<file path="config.mk">
export PLATFORM = sky130hd
export DESIGN_NAME = level_crossing_sampler
export DESIGN_NICKNAME = d
export VERILOG_FILES = /design/src/hw/rtl/lcs_pkg.sv /design/src/hw/rtl/lcs_front.sv /design/src/hw/rtl/lcs_queue.sv /design/src/hw/rtl/lcs_back.sv /design/src/hw/rtl/level_crossing_sampler.sv
export VERILOG_INCLUDE_DIRS = /design/src /design/src/hw/rtl
export SDC_FILE = /design/constraint.sdc
export NUM_CORES = 1
export LEC_CHECK = 0
export BUFFER_PORTS_ARGS = -buffer_cell sky130_fd_sc_hd__buf_2
export CORE_ASPECT_RATIO = 0.9
export CORE_MARGIN = 4
export CORE_UTILIZATION = 60
export CTS_BUF_LIST = sky130_fd_sc_hd__clkbuf_2 sky130_fd_sc_hd__clkbuf_4 sky130_fd_sc_hd__clkbuf_8
export DETAILED_ROUTE_END_ITERATION = 8
export GPL_ROUTABILITY_DRIVEN = 0
export GPL_TIMING_DRIVEN = 0
export PLACE_DENSITY = 0.92
export SYNTH_ARGS = -nofsm -noshare
export SYNTH_HDL_FRONTEND = slang
export SYNTH_SLANG_ARGS = --single-unit
</file>
<file path="constraint.sdc">
create_clock -name i_clk -period 8.3 [get_ports i_clk]
set_input_delay 1.66 -clock i_clk [delete_from_list [all_inputs] [get_ports i_clk]]
set_output_delay 1.66 -clock i_clk [all_outputs]
set_load 0.005 [all_outputs]
</file>
<file path="src/hw/rtl/level_crossing_sampler_defines.svh">
// Assertion macros shared by the level-crossing sampler RTL.
`ifndef LEVEL_CROSSING_SAMPLER_DEFINES_SVH
`define LEVEL_CROSSING_SAMPLER_DEFINES_SVH

// Check a consequent in the same cycle as its antecedent.
`define LCS_ASSERT_NOW(label, ante, cons, msg) \
    label: assert property (@(posedge i_clk) disable iff (!i_rst_n) \
        (ante) |-> (cons)) else $error(msg);

// Check a consequent in the cycle after its antecedent.
`define LCS_ASSERT_NEXT(label, ante, cons, msg) \
    label: assert property (@(posedge i_clk) disable iff (!i_rst_n) \
        (ante) |=> (cons)) else $error(msg);

`endif

</file>
<file path="src/hw/rtl/lcs_pkg.sv">
// Types and constants of the level-crossing sampler.
package lcs_pkg;

    localparam int LEVEL_REGS  = 4;
    localparam int SAMPLE_W    = 16;
    localparam int TIME_W      = 32;
    localparam int INDEX_W     = 2;
    localparam int COUNT_W     = 3;
    localparam int SKIP_W      = 16;
    localparam int QUEUE_DEPTH = 2;

    typedef enum logic [2:0] {
        CFG_LEVEL_0     = 3'd0,
        CFG_LEVEL_1     = 3'd1,
        CFG_LEVEL_2     = 3'd2,
        CFG_LEVEL_3     = 3'd3,
        CFG_LEVEL_COUNT = 3'd4,
        CFG_SKIP        = 3'd5
    } t_cfg_index;

    typedef struct packed {
        logic signed [SAMPLE_W-1:0] sample_value;
        logic [TIME_W-1:0]          sample_time;
    } t_sample_beat;

    typedef struct packed {
        logic [TIME_W-1:0]          crossing_time;
        logic signed [SAMPLE_W-1:0] crossing_level;
        logic [INDEX_W-1:0]         crossing_index;
    } t_crossing_beat;

    typedef struct packed {
        logic [LEVEL_REGS-1:0][SAMPLE_W-1:0] level;
        logic [COUNT_W-1:0]                  level_count;
        logic [SKIP_W-1:0]                   skip_setting;
    } t_cfg;

    typedef struct packed {
        logic [TIME_W-1:0]     sample_time;
        logic [LEVEL_REGS-1:0] cross_mask;
    } t_cross_item;

    typedef struct packed {
        logic full;
        logic empty;
    } t_queue_status;

endpackage

</file>
<file path="src/hw/rtl/lcs_front.sv">
// Front end: accept samples, find crossed levels, queue crossing items.
module lcs_front #(
    parameter int NUM_LEVELS = 4
) (
    input  logic                  i_clk,
    input  logic                  i_rst_n,
    input  lcs_pkg::t_cfg         i_cfg,
    input  logic                  i_in_valid,
    output logic                  o_in_stall,
    input  lcs_pkg::t_sample_beat i_in_beat,
    input  lcs_pkg::t_queue_status i_q_status,
    output logic                  o_push,
    output lcs_pkg::t_cross_item  o_item
);
    import lcs_pkg::*;

    localparam int ACT_MAX = (NUM_LEVELS < LEVEL_REGS) ? NUM_LEVELS : LEVEL_REGS;

    logic signed [SAMPLE_W-1:0] r_prev;
    logic signed [SAMPLE_W-1:0] n_prev;
    logic                       r_have_prev;
    logic                       n_have_prev;
    logic                       w_accept;
    logic [COUNT_W-1:0]         w_active;
    logic [LEVEL_REGS-1:0]      w_mask;

    assign o_in_stall = i_q_status.full;
    assign w_accept   = i_in_valid && !i_q_status.full;

    always_comb begin
        if (i_cfg.level_count > COUNT_W'(ACT_MAX)) begin
            w_active = COUNT_W'(ACT_MAX);
        end else begin
            w_active = i_cfg.level_count;
        end
    end

    always_comb begin
        logic signed [SAMPLE_W-1:0] lv;
        logic signed [SAMPLE_W-1:0] cur;
        cur = i_in_beat.sample_value;
        for (int k = 0; k < LEVEL_REGS; k++) begin
            lv = $signed(i_cfg.level[k]);
            w_mask[k] = (COUNT_W'(k) < w_active) &&
                        (((r_prev < lv) && (lv < cur)) || ((cur < lv) && (lv < r_prev)));
        end
    end

    assign o_push             = w_accept && r_have_prev && (w_mask != '0);
    assign o_item.sample_time = i_in_beat.sample_time;
    assign o_item.cross_mask  = w_mask;

    always_comb begin
        n_prev      = r_prev;
        n_have_prev = r_have_prev;
        if (w_accept) begin
            n_prev      = i_in_beat.sample_value;
            n_have_prev = 1'b1;
        end
    end

    always_ff @(posedge i_clk) begin
        if (!i_rst_n) begin
            r_prev      <= '0;
            r_have_prev <= 1'b0;
        end else begin
            r_prev      <= n_prev;
            r_have_prev <= n_have_prev;
        end
    end

endmodule

</file>
<file path="src/hw/rtl/lcs_queue.sv">
// Short queue between the front end and the back end.
`include "level_crossing_sampler_defines.svh"
module lcs_queue (
    input  logic                   i_clk,
    input  logic                   i_rst_n,
    input  logic                   i_push,
    input  lcs_pkg::t_cross_item   i_item,
    input  logic                   i_pop,
    output lcs_pkg::t_cross_item   o_item,
    output lcs_pkg::t_queue_status o_status
);
    import lcs_pkg::*;

    localparam int PTR_W = (QUEUE_DEPTH > 1) ? $clog2(QUEUE_DEPTH) : 1;
    localparam int CNT_W = $clog2(QUEUE_DEPTH + 1);

    t_cross_item        r_mem [QUEUE_DEPTH];
    logic [PTR_W-1:0]   r_wr_ptr;
    logic [PTR_W-1:0]   n_wr_ptr;
    logic [PTR_W-1:0]   r_rd_ptr;
    logic [PTR_W-1:0]   n_rd_ptr;
    logic [CNT_W-1:0]   r_count;
    logic [CNT_W-1:0]   n_count;

    assign o_status.full  = (r_count == CNT_W'(QUEUE_DEPTH));
    assign o_status.empty = (r_count == '0);
    assign o_item         = r_mem[r_rd_ptr];

    always_comb begin
        n_wr_ptr = r_wr_ptr;
        n_rd_ptr = r_rd_ptr;
        n_count  = r_count;
        if (i_push) begin
            n_wr_ptr = (r_wr_ptr == PTR_W'(QUEUE_DEPTH - 1)) ? '0 : r_wr_ptr + 1'b1;
        end
        if (i_pop) begin
            n_rd_ptr = (r_rd_ptr == PTR_W'(QUEUE_DEPTH - 1)) ? '0 : r_rd_ptr + 1'b1;
        end
        if (i_push && !i_pop) begin
            n_count = r_count + 1'b1;
        end else if (i_pop && !i_push) begin
            n_count = r_count - 1'b1;
        end
    end

    always_ff @(posedge i_clk) begin
        if (!i_rst_n) begin
            r_wr_ptr <= '0;
            r_rd_ptr <= '0;
            r_count  <= '0;
        end else begin
            r_wr_ptr <= n_wr_ptr;
            r_rd_ptr <= n_rd_ptr;
            r_count  <= n_count;
        end
    end

    always_ff @(posedge i_clk) begin
        if (i_push) begin
            r_mem[r_wr_ptr] <= i_item;
        end
    end

    `LCS_ASSERT_NOW(a_no_push_full, i_push, !o_status.full, "push into full queue")
    `LCS_ASSERT_NOW(a_no_pop_empty, i_pop, !o_status.empty, "pop from empty queue")
    `LCS_ASSERT_NOW(a_count_bound, 1'b1, r_count <= CNT_W'(QUEUE_DEPTH), "queue overfilled")

endmodule

</file>
<file path="src/hw/rtl/lcs_back.sv">
// Back end: apply the skip counter and drive the output beat register.
`include "level_crossing_sampler_defines.svh"
module lcs_back (
    input  logic                    i_clk,
    input  logic                    i_rst_n,
    input  lcs_pkg::t_cfg           i_cfg,
    input  lcs_pkg::t_queue_status  i_q_status,
    input  lcs_pkg::t_cross_item    i_item,
    output logic                    o_pop,
    output logic                    o_out_valid,
    input  logic                    i_out_stall,
    output lcs_pkg::t_crossing_beat o_out_beat
);
    import lcs_pkg::*;

    logic [SKIP_W-1:0]  r_skip;
    logic [SKIP_W-1:0]  n_skip;
    logic               r_out_valid;
    t_crossing_beat     r_out_beat;
    logic               w_emit;
    logic [INDEX_W-1:0] w_index;
    logic [COUNT_W-1:0] w_count;

    assign o_pop       = !i_q_status.empty && (!r_out_valid || !i_out_stall);
    assign o_out_valid = r_out_valid;
    assign o_out_beat  = r_out_beat;

    always_comb begin
        w_emit  = 1'b0;
        w_index = '0;
        w_count = '0;
        for (int k = 0; k < LEVEL_REGS; k++) begin
            if (i_item.cross_mask[k]) begin
                if (!w_emit && ({{(SKIP_W-COUNT_W){1'b0}}, w_count} == r_skip)) begin
                    w_emit  = 1'b1;
                    w_index = INDEX_W'(k);
                end
                w_count = w_count + 1'b1;
            end
        end
    end

    always_comb begin
        n_skip = r_skip;
        if (o_pop) begin
            if (w_emit) begin
                n_skip = i_cfg.skip_setting;
            end else begin
                n_skip = r_skip - {{(SKIP_W-COUNT_W){1'b0}}, w_count};
            end
        end
    end

    always_ff @(posedge i_clk) begin
        if (!i_rst_n) begin
            r_skip      <= '0;
            r_out_valid <= 1'b0;
        end else begin
            r_skip <= n_skip;
            if (o_pop && w_emit) begin
                r_out_valid <= 1'b1;
            end else if (!i_out_stall) begin
                r_out_valid <= 1'b0;
            end
        end
    end

    always_ff @(posedge i_clk) begin
        if (o_pop && w_emit) begin
            r_out_beat.crossing_time  <= i_item.sample_time;
            r_out_beat.crossing_level <= $signed(i_cfg.level[w_index]);
            r_out_beat.crossing_index <= w_index;
        end
    end

    `LCS_ASSERT_NOW(a_hold_on_stall, r_out_valid && i_out_stall, !o_pop,
        "queue popped while output beat stalled")
    `LCS_ASSERT_NEXT(a_reload, o_pop && w_emit, r_skip == $past(i_cfg.skip_setting),
        "skip counter not reloaded after emit")
    `LCS_ASSERT_NEXT(a_no_wrap, o_pop && !w_emit, r_skip <= $past(r_skip),
        "skip counter wrapped")

endmodule

</file>
<file path="src/hw/rtl/level_crossing_sampler.sv">
// Top level of the level-crossing sampler: configuration registers and wiring.
//
// Usage:
//   Input channel (i_in_valid / o_in_stall / i_in_beat) carries one sample beat:
//   a signed 16-bit value and a 32-bit timestamp. Output channel (o_out_valid /
//   i_out_stall / o_out_beat) carries one crossing beat: timestamp, level value
//   and level index. A beat moves at a clock edge with valid high, stall low.
//   Configuration is written through i_cfg_we / i_cfg_index / i_cfg_data while
//   the block is idle: indexes 0..3 levels, 4 level count, 5 skip setting.
//   Throughput: one sample per cycle while the queue is not full. The front
//   compares a sample against all levels in parallel; the back applies the skip
//   counter to one queued item per cycle while the output register is not stalled.
//   A crossing beat passes the queue register, then the output register. Samples
//   with no crossing, and the first sample after reset, produce no beat.
//   Reset: clears levels, level count, skip setting and counter, stored sample.
//   Output stall: the output register holds; the two-entry queue absorbs beats
//   and o_in_stall rises only when the queue is full.
module level_crossing_sampler #(
    parameter int NUM_LEVELS = 4
) (
    input  logic                    i_clk,
    input  logic                    i_rst_n,
    input  logic                    i_in_valid,
    output logic                    o_in_stall,
    input  lcs_pkg::t_sample_beat   i_in_beat,
    output logic                    o_out_valid,
    input  logic                    i_out_stall,
    output lcs_pkg::t_crossing_beat o_out_beat,
    input  logic                    i_cfg_we,
    input  logic [2:0]              i_cfg_index,
    input  logic [15:0]             i_cfg_data
);
    import lcs_pkg::*;

    t_cfg          r_cfg;
    t_cfg          n_cfg;
    t_queue_status w_q_status;
    t_cross_item   w_push_item;
    t_cross_item   w_pop_item;
    logic          w_push;
    logic          w_pop;

    always_comb begin
        n_cfg = r_cfg;
        if (i_cfg_we) begin
            case (i_cfg_index)
                CFG_LEVEL_0:     n_cfg.level[0]     = i_cfg_data;
                CFG_LEVEL_1:     n_cfg.level[1]     = i_cfg_data;
                CFG_LEVEL_2:     n_cfg.level[2]     = i_cfg_data;
                CFG_LEVEL_3:     n_cfg.level[3]     = i_cfg_data;
                CFG_LEVEL_COUNT: n_cfg.level_count  = i_cfg_data[COUNT_W-1:0];
                CFG_SKIP:        n_cfg.skip_setting = i_cfg_data[SKIP_W-1:0];
                default:         n_cfg              = r_cfg;
            endcase
        end
    end

    always_ff @(posedge i_clk) begin
        if (!i_rst_n) begin
            r_cfg <= '0;
        end else begin
            r_cfg <= n_cfg;
        end
    end

    lcs_front #(
        .NUM_LEVELS (NUM_LEVELS)
    ) u_front (
        .i_clk      (i_clk),
        .i_rst_n    (i_rst_n),
        .i_cfg      (r_cfg),
        .i_in_valid (i_in_valid),
        .o_in_stall (o_in_stall),
        .i_in_beat  (i_in_beat),
        .i_q_status (w_q_status),
        .o_push     (w_push),
        .o_item     (w_push_item)
    );

    lcs_queue u_queue (
        .i_clk    (i_clk),
        .i_rst_n  (i_rst_n),
        .i_push   (w_push),
        .i_item   (w_push_item),
        .i_pop    (w_pop),
        .o_item   (w_pop_item),
        .o_status (w_q_status)
    );

    lcs_back u_back (
        .i_clk       (i_clk),
        .i_rst_n     (i_rst_n),
        .i_cfg       (r_cfg),
        .i_q_status  (w_q_status),
        .i_item      (w_pop_item),
        .o_pop       (w_pop),
        .o_out_valid (o_out_valid),
        .i_out_stall (i_out_stall),
        .o_out_beat  (o_out_beat)
    );

endmodule
</file>
# --- Yosys cells after proc, flatten, opt, wreduce, memory -nomap -nowiden ---
# Memory sizes are Yosys's and may differ from the RTL's. A register that Yosys moved wholly into a read port is not among the register bits.
# Index checks and enable logic that the tools add are counted.
op_classes:
  addsub: 8
  n_mul: 0
  div_mod_pow: 0
  order_cmp: 22
  n_eq_ne: 10
  shift: 0
  n_mux: 32
  n_bitwise: 0
  n_reduce_logical: 47
op_table:
  columns: ["op", "count"]
  rows:
  - ["$lt 16x16->1", 16]
  - ["$bmux 16 s2", 1]
  - ["$eq 3x16->1", 2]
  - ["$mux 16", 2]
  - ["$logic_and 1x1->1", 22]
  - ["$mux 1", 18]
  - ["$eq 1x16->1", 1]
  - ["$logic_not 16->1", 1]
  - ["$sub 16x3->16", 1]
  - ["$mux 2", 7]
  - ["$mux 3", 4]
  - ["$reduce_and 2->1", 6]
  - ["$logic_not 1->1", 9]
  - ["$add 3x1->3 const B", 2]
  - ["$eq 3x2->1 const B", 2]
  - ["$eq 3x3->1 const B", 2]
  - ["$lt 1x3->1 const A", 2]
  - ["$lt 2x3->1 const A", 2]
  - ["$logic_or 1x1->1", 5]
  - ["$reduce_bool 4->1", 1]
  - ["$eq 3x1->1 const B", 1]
  - ["$gt 3x3->1 const B", 1]
  - ["$logic_not 3->1", 1]
  - ["$lt 2x3->1 const B", 1]
  - ["8 further kinds", 9]
word_totals:
  regBits: 171
  latchBits: 0
  mem_bits_rw: 72
  rom_bits: 0
  in_bits: 72
  output_inout_bits: 52
  elab_cells: 136
  mem_count: 1
mem_list:
  columns: ["name", "depth", "width", "rd", "rd_clocked_by_memory_dff", "write_ports", "line", "text"]
  rows:
  - ["u_queue.r_mem", 2, 36, 1, 1, 1, "lcs_queue.sv:17", "t_cross_item r_mem [QUEUE_DEPTH];"]

# --- Logic depth before layout (Yosys ltp) ---
logic_depth:
  ltp_word: 17
  mapped_depth: 17
  mapped_depth_nobuf: 16

# --- Hierarchy ---
# A second synthesis with hierarchy kept.
hier_totals:
  cells_unflattened: 1192
  area_unflattened_um2: 13262.7
modules_own_cells:
  columns: ["mod", "n_inst", "cells_per_inst", "area_each_um2", "seq_area_each_um2"]
  rows:
  - ["lcs_front", 1, 533, 4073.9, 340.3]
  - ["lcs_back", 1, 233, 3318.2, 1841.8]
  - ["level_crossing_sampler", 1, 292, 3045.4, 1661.6]
  - ["lcs_queue", 1, 134, 2825.2, 2262.2]

# --- Least setup slack after synthesis ---
# OpenSTA, ideal clock, no wires.
synth_path:
  kind: "input to register"
  startpoint: "input port i_in_beat[33] (netlist name)"
  endpoint: "memory u_queue.r_mem[0][0] (netlist name) (enable)"
  setup_time_ns: 0.484
  t_arrival_ns: 6.298
  required_ns: 7.816
  setup_slack_ns: 1.519
  stages: 10
  path_buffers: 0
  path_cell_list: "inv_1 -> ha_1 -> nor2b_1 -> o211ai_1 -> a2111oi_0 -> a2111oi_0 -> mux2i_1 -> mux2i_1 -> nor3_1 -> a211oi_1"
synth_lines:
  columns: ["element", "line", "text"]
  rows:
  - ["start: declaration", "level_crossing_sampler.sv:25", "input lcs_pkg::t_sample_beat i_in_beat,"]
  - ["end: declaration", "lcs_queue.sv:17", null]

==> flow_summary.json <==
{
  "status": "complete, no violations",
  "cts_tree": "yes",
  "avgViaCountPerCell": 6.26,
  "synth_top_cell_area_share_pct": 28.1,
  "dieArea_um2": 24200,
  "nFillCells": 1397,
  "slowest_delay_ns": 0.99,
  "drv_cap": 0,
  "switching_share_pct": 34.4,
  "drive_above_1_share_pct": 17.2,
  "fin_nets": 1669,
  "p_sw_w": 0.00133,
  "initial_utilization_pct": 61.9,
  "crit_arrival_ns": 5.89,
  "hold_path.class": "flop to flop",
  "tightest_slew_ns": 1.11,
  "pin_count": 124,
  "overflow": 0,
  "wirelength_um": 37700,
  "portBuffers": 123,
  "ys.flop_type": "edfxtp_1",
  "setup_viol": 0,
  "crit_path_top_delay_cell": "a211oi_4",
  "synth_area_leader_cell": "edfxtp_1",
  "yosysSeqAreaShare_pct": 46.8,
  "coreArea_um2": 21100,
  "critPathMaxFanout": 19,
  "syn-num-nets": 1502,
  "cp_cell_sequence": "buf_2, inv_1, ha_1, nor2b_1, o211ai_1, a2111oi_0, a2111oi_0, mux2i_1, mux2i_1, nor3_1, a211oi_4, buf_8",
  "avgSynthCellArea_um2": 10.1,
  "dp_cells": 1706,
  "synth-edff-count": 122,
  "grt_start_max_net_pins": 42,
  "p_comb_share_pct": 32.9,
  "cts_setup_buffers": 0,
  "power.total_w": 0.00385,
  "critPathBufInv": 3,
  "antenna_left": 0,
  "startpoint_type": "primary input",
  "fmax_ghz": 0.177,
  "clk_latency_ns": 0.56,
  "detailed_place_hpwl_um": 27100,
  "relSlewSlack_pct": 26.1,
  "p_per_area_nw_per_um2": 258,
  "cts_max_path_buffers": 3,
  "finalSetupTns_ns": 0,
  "cts.reportedPaths.clkPinSlew_ns": 0.07,
  "num_antenna_cells": 0,
  "syn_area_um2": 13100,
  "crit_family": "compound AO/OA/AOI/OAI gates",
  "ys_ff_latch": 244,
  "dieWidth_um": 163,
  "wl_per_cell_um": 21.2,
  "first_global_vias": 11000,
  "antenna_found_initial": 0,
  "fin_cells": 1778,
  "area_growth_pct": 14.3,
  "clkPwrFrac_pct": 28.4,
  "rsz0062_at_grt": "false",
  "drc": 0,
  "ys_types": 64,
  "root_buffer": "clkbuf_8",
  "layout_min_cycle_time_ns": 5.64,
  "cts_resized": 0,
  "drtIter0Drc": 1544,
  "dieHeight_um": 148,
  "grt_pass1_wl_um": 57300,
  "syn_inst": 1294,
  "hold_viol_final": 0,
  "vias": 11100,
  "intPower_w": 0.00253,
  "pwr-share-seq_pct": 38.7,
  "worstPathRequired_ns": 8.54,
  "cts_sinks": 244,
  "fin_worst_skew_ns": 0.0222,
  "firstDrtPassIters": 9,
  "htreeDepth": 2,
  "slew_viol_final": 0,
  "ctsHoldBuffers": 0,
  "fin_crit_sh_pct": 68.0,
  "fp-row-count": 50,
  "cts_inserted_buffers": 39,
  "cp-end-kind": "flop",
  "ys_async_sr_fraction_pct": 0,
  "timing_worst_setup_path_type": "primary input to flop",
  "leakagePower_nw": 5.97,
  "ys_warn_count": 0,
  "track_usage_pct": 30.3,
  "netlist_top_cells_area": "edfxtp_1 (28%), dfxtp_1 (19%), ha_1 (13%)",
  "vdd_ir_drop_max_uv": 177
}
[registers in the layout (all words and copies together) (netlist names), named ones only]
| name | count |
|---|---|
| u_back.r_skip | 16 |
| u_queue.r_wr_ptr | 1 |
| u_front.r_prev | 16 |
| u_queue.r_rd_ptr | 1 |
| r_cfg | 83 |
| u_queue.r_mem | 72 |
| u_front.r_have_prev | 1 |
| u_queue.r_count | 2 |
| u_back.o_out_beat | 50 |
| u_back.o_out_valid | 1 |
[cell usage after synthesis (all sizes together), types with 4 or more instances]
cell type  count
a2111oi        7
a211oi        24
a21boi       102
a21o          13
a21oi         71
a2bb2oi        4
and2           8
and3           4
buf           12
clkbuf        41
dfxtp        122
edfxtp       122
ha           135
inv          101
mux2          33
mux2i         32
nand2        238
nand2b         7
nand3         12
nand4         30
nor2          41
nor2b         15
nor3           9
nor4           5
o211a          8
o211ai        10
o21a           4
o21ai         23
or4            4
xnor2         11
xor2           7
[stage by stage]
stage	hold slack [ns]	utilization, %	area (um^2)	setup slack, ns
after floorplan	0.441	-	13100	1.52
after global placement	0.451	66.5	14000	-0.411
after detailed placement	0.462	66.9	14100	2.28
after CTS	0.471	70.8	14900	2.81
after global routing	0.492	70.8	14900	2.65
final	0.466	70.8	14900	2.66
[worst register-to-register path, cell delays in order (launching register included)]
cell and delay [ns]:
dfxtp_1 0.43, ha_1 0.29, nor2b_1 0.15, o211ai_1 0.18
a2111oi_0 0.16, a2111oi_0 0.57, mux2i_1 0.36, mux2i_1 0.66
nor3_1 0.29, a211oi_4 0.99, buf_8 0.29
[kinds of logic after synthesis]
| logic type | share of synthesized area, % |
|---|---|
| AOI/OAI and AO/OA | 15.2 |
| xor gates and xnor gates | 1.27 |
| adders and majority gates | 13.2 |
| buffers and inverters | 4.79 |
| DFF | 46.8 |
| muxes | 5.42 |
| and+or+nand+nor | 13.4 |
[cells in the final DEF (no fill, tap or decap), types with 6 or more instances in the layout]
master,count
o211ai_1,10
nor2b_1,15
nand3_1,12
a21oi_1,71
buf_2,128
mux2i_1,30
clkbuf_8,43
a2111oi_0,6
a211oi_1,22
a21o_1,13
nand4_1,30
nand2_1,238
clkbuf_4,15
ha_1,135
and2_1,8
mux2_2,33
a21boi_0,101
nor2_1,41
xor2_1,7
o21ai_0,23
o211a_1,8
edfxtp_1,122
dfxtp_1,122
clkbuf_1,41
nor3_1,7
inv_1,100
nand2b_1,6
xnor2_1,10
[power by group through the flow]
stage	registers, W	clock network, W	logic [W]
after floorplan	0.00150	0	0.000860
after global placement	0.00151	0	0.00114
after detailed placement	0.00151	0	0.00121
after CTS	0.00149	0.00109	0.00124
after global routing	0.00150	0.00115	0.00137
final	0.00149	0.00109	0.00127
[final timing paths]
kind	startpoint	endpoint	slack [ns]	cells after the start
setup / recovery	i_in_beat[33]	u_queue.r_mem[1][7]	2.66	12
hold / removal	r_cfg[3]	r_cfg[3]	0.47	2
setup reg to reg	r_cfg[52]	u_queue.r_mem[1][7]	3.61	10
hold reg to reg	r_cfg[3]	r_cfg[3]	0.47	2
[metal layers]
metal	vias up	GRT usage, %	wire, um
met5	-	0	0
met4	0	14.5	2170
met3	222	6.86	4610
met2	792	49.8	17300
met1	5169	38.0	13600
li1	4943	-	-
[final cells by class]
| cell class | count | area (um^2) | share of cell area, % |
|---|---|---|---|
| clock inverters | 14 | 120 | 0.805 |
| well taps | 286 | 358 | 2.40 |
| inverters | 101 | 379 | 2.54 |
| plain buffers | 53 | 246 | 1.65 |
| flip-flops and latches | 244 | 6110 | 40.9 |
| repair buffers | 126 | 666 | 4.46 |
| clock buffers | 58 | 704 | 4.72 |
| multi-input cells | 896 | 6350 | 42.5 |
(Power assumes the default switching activity.)
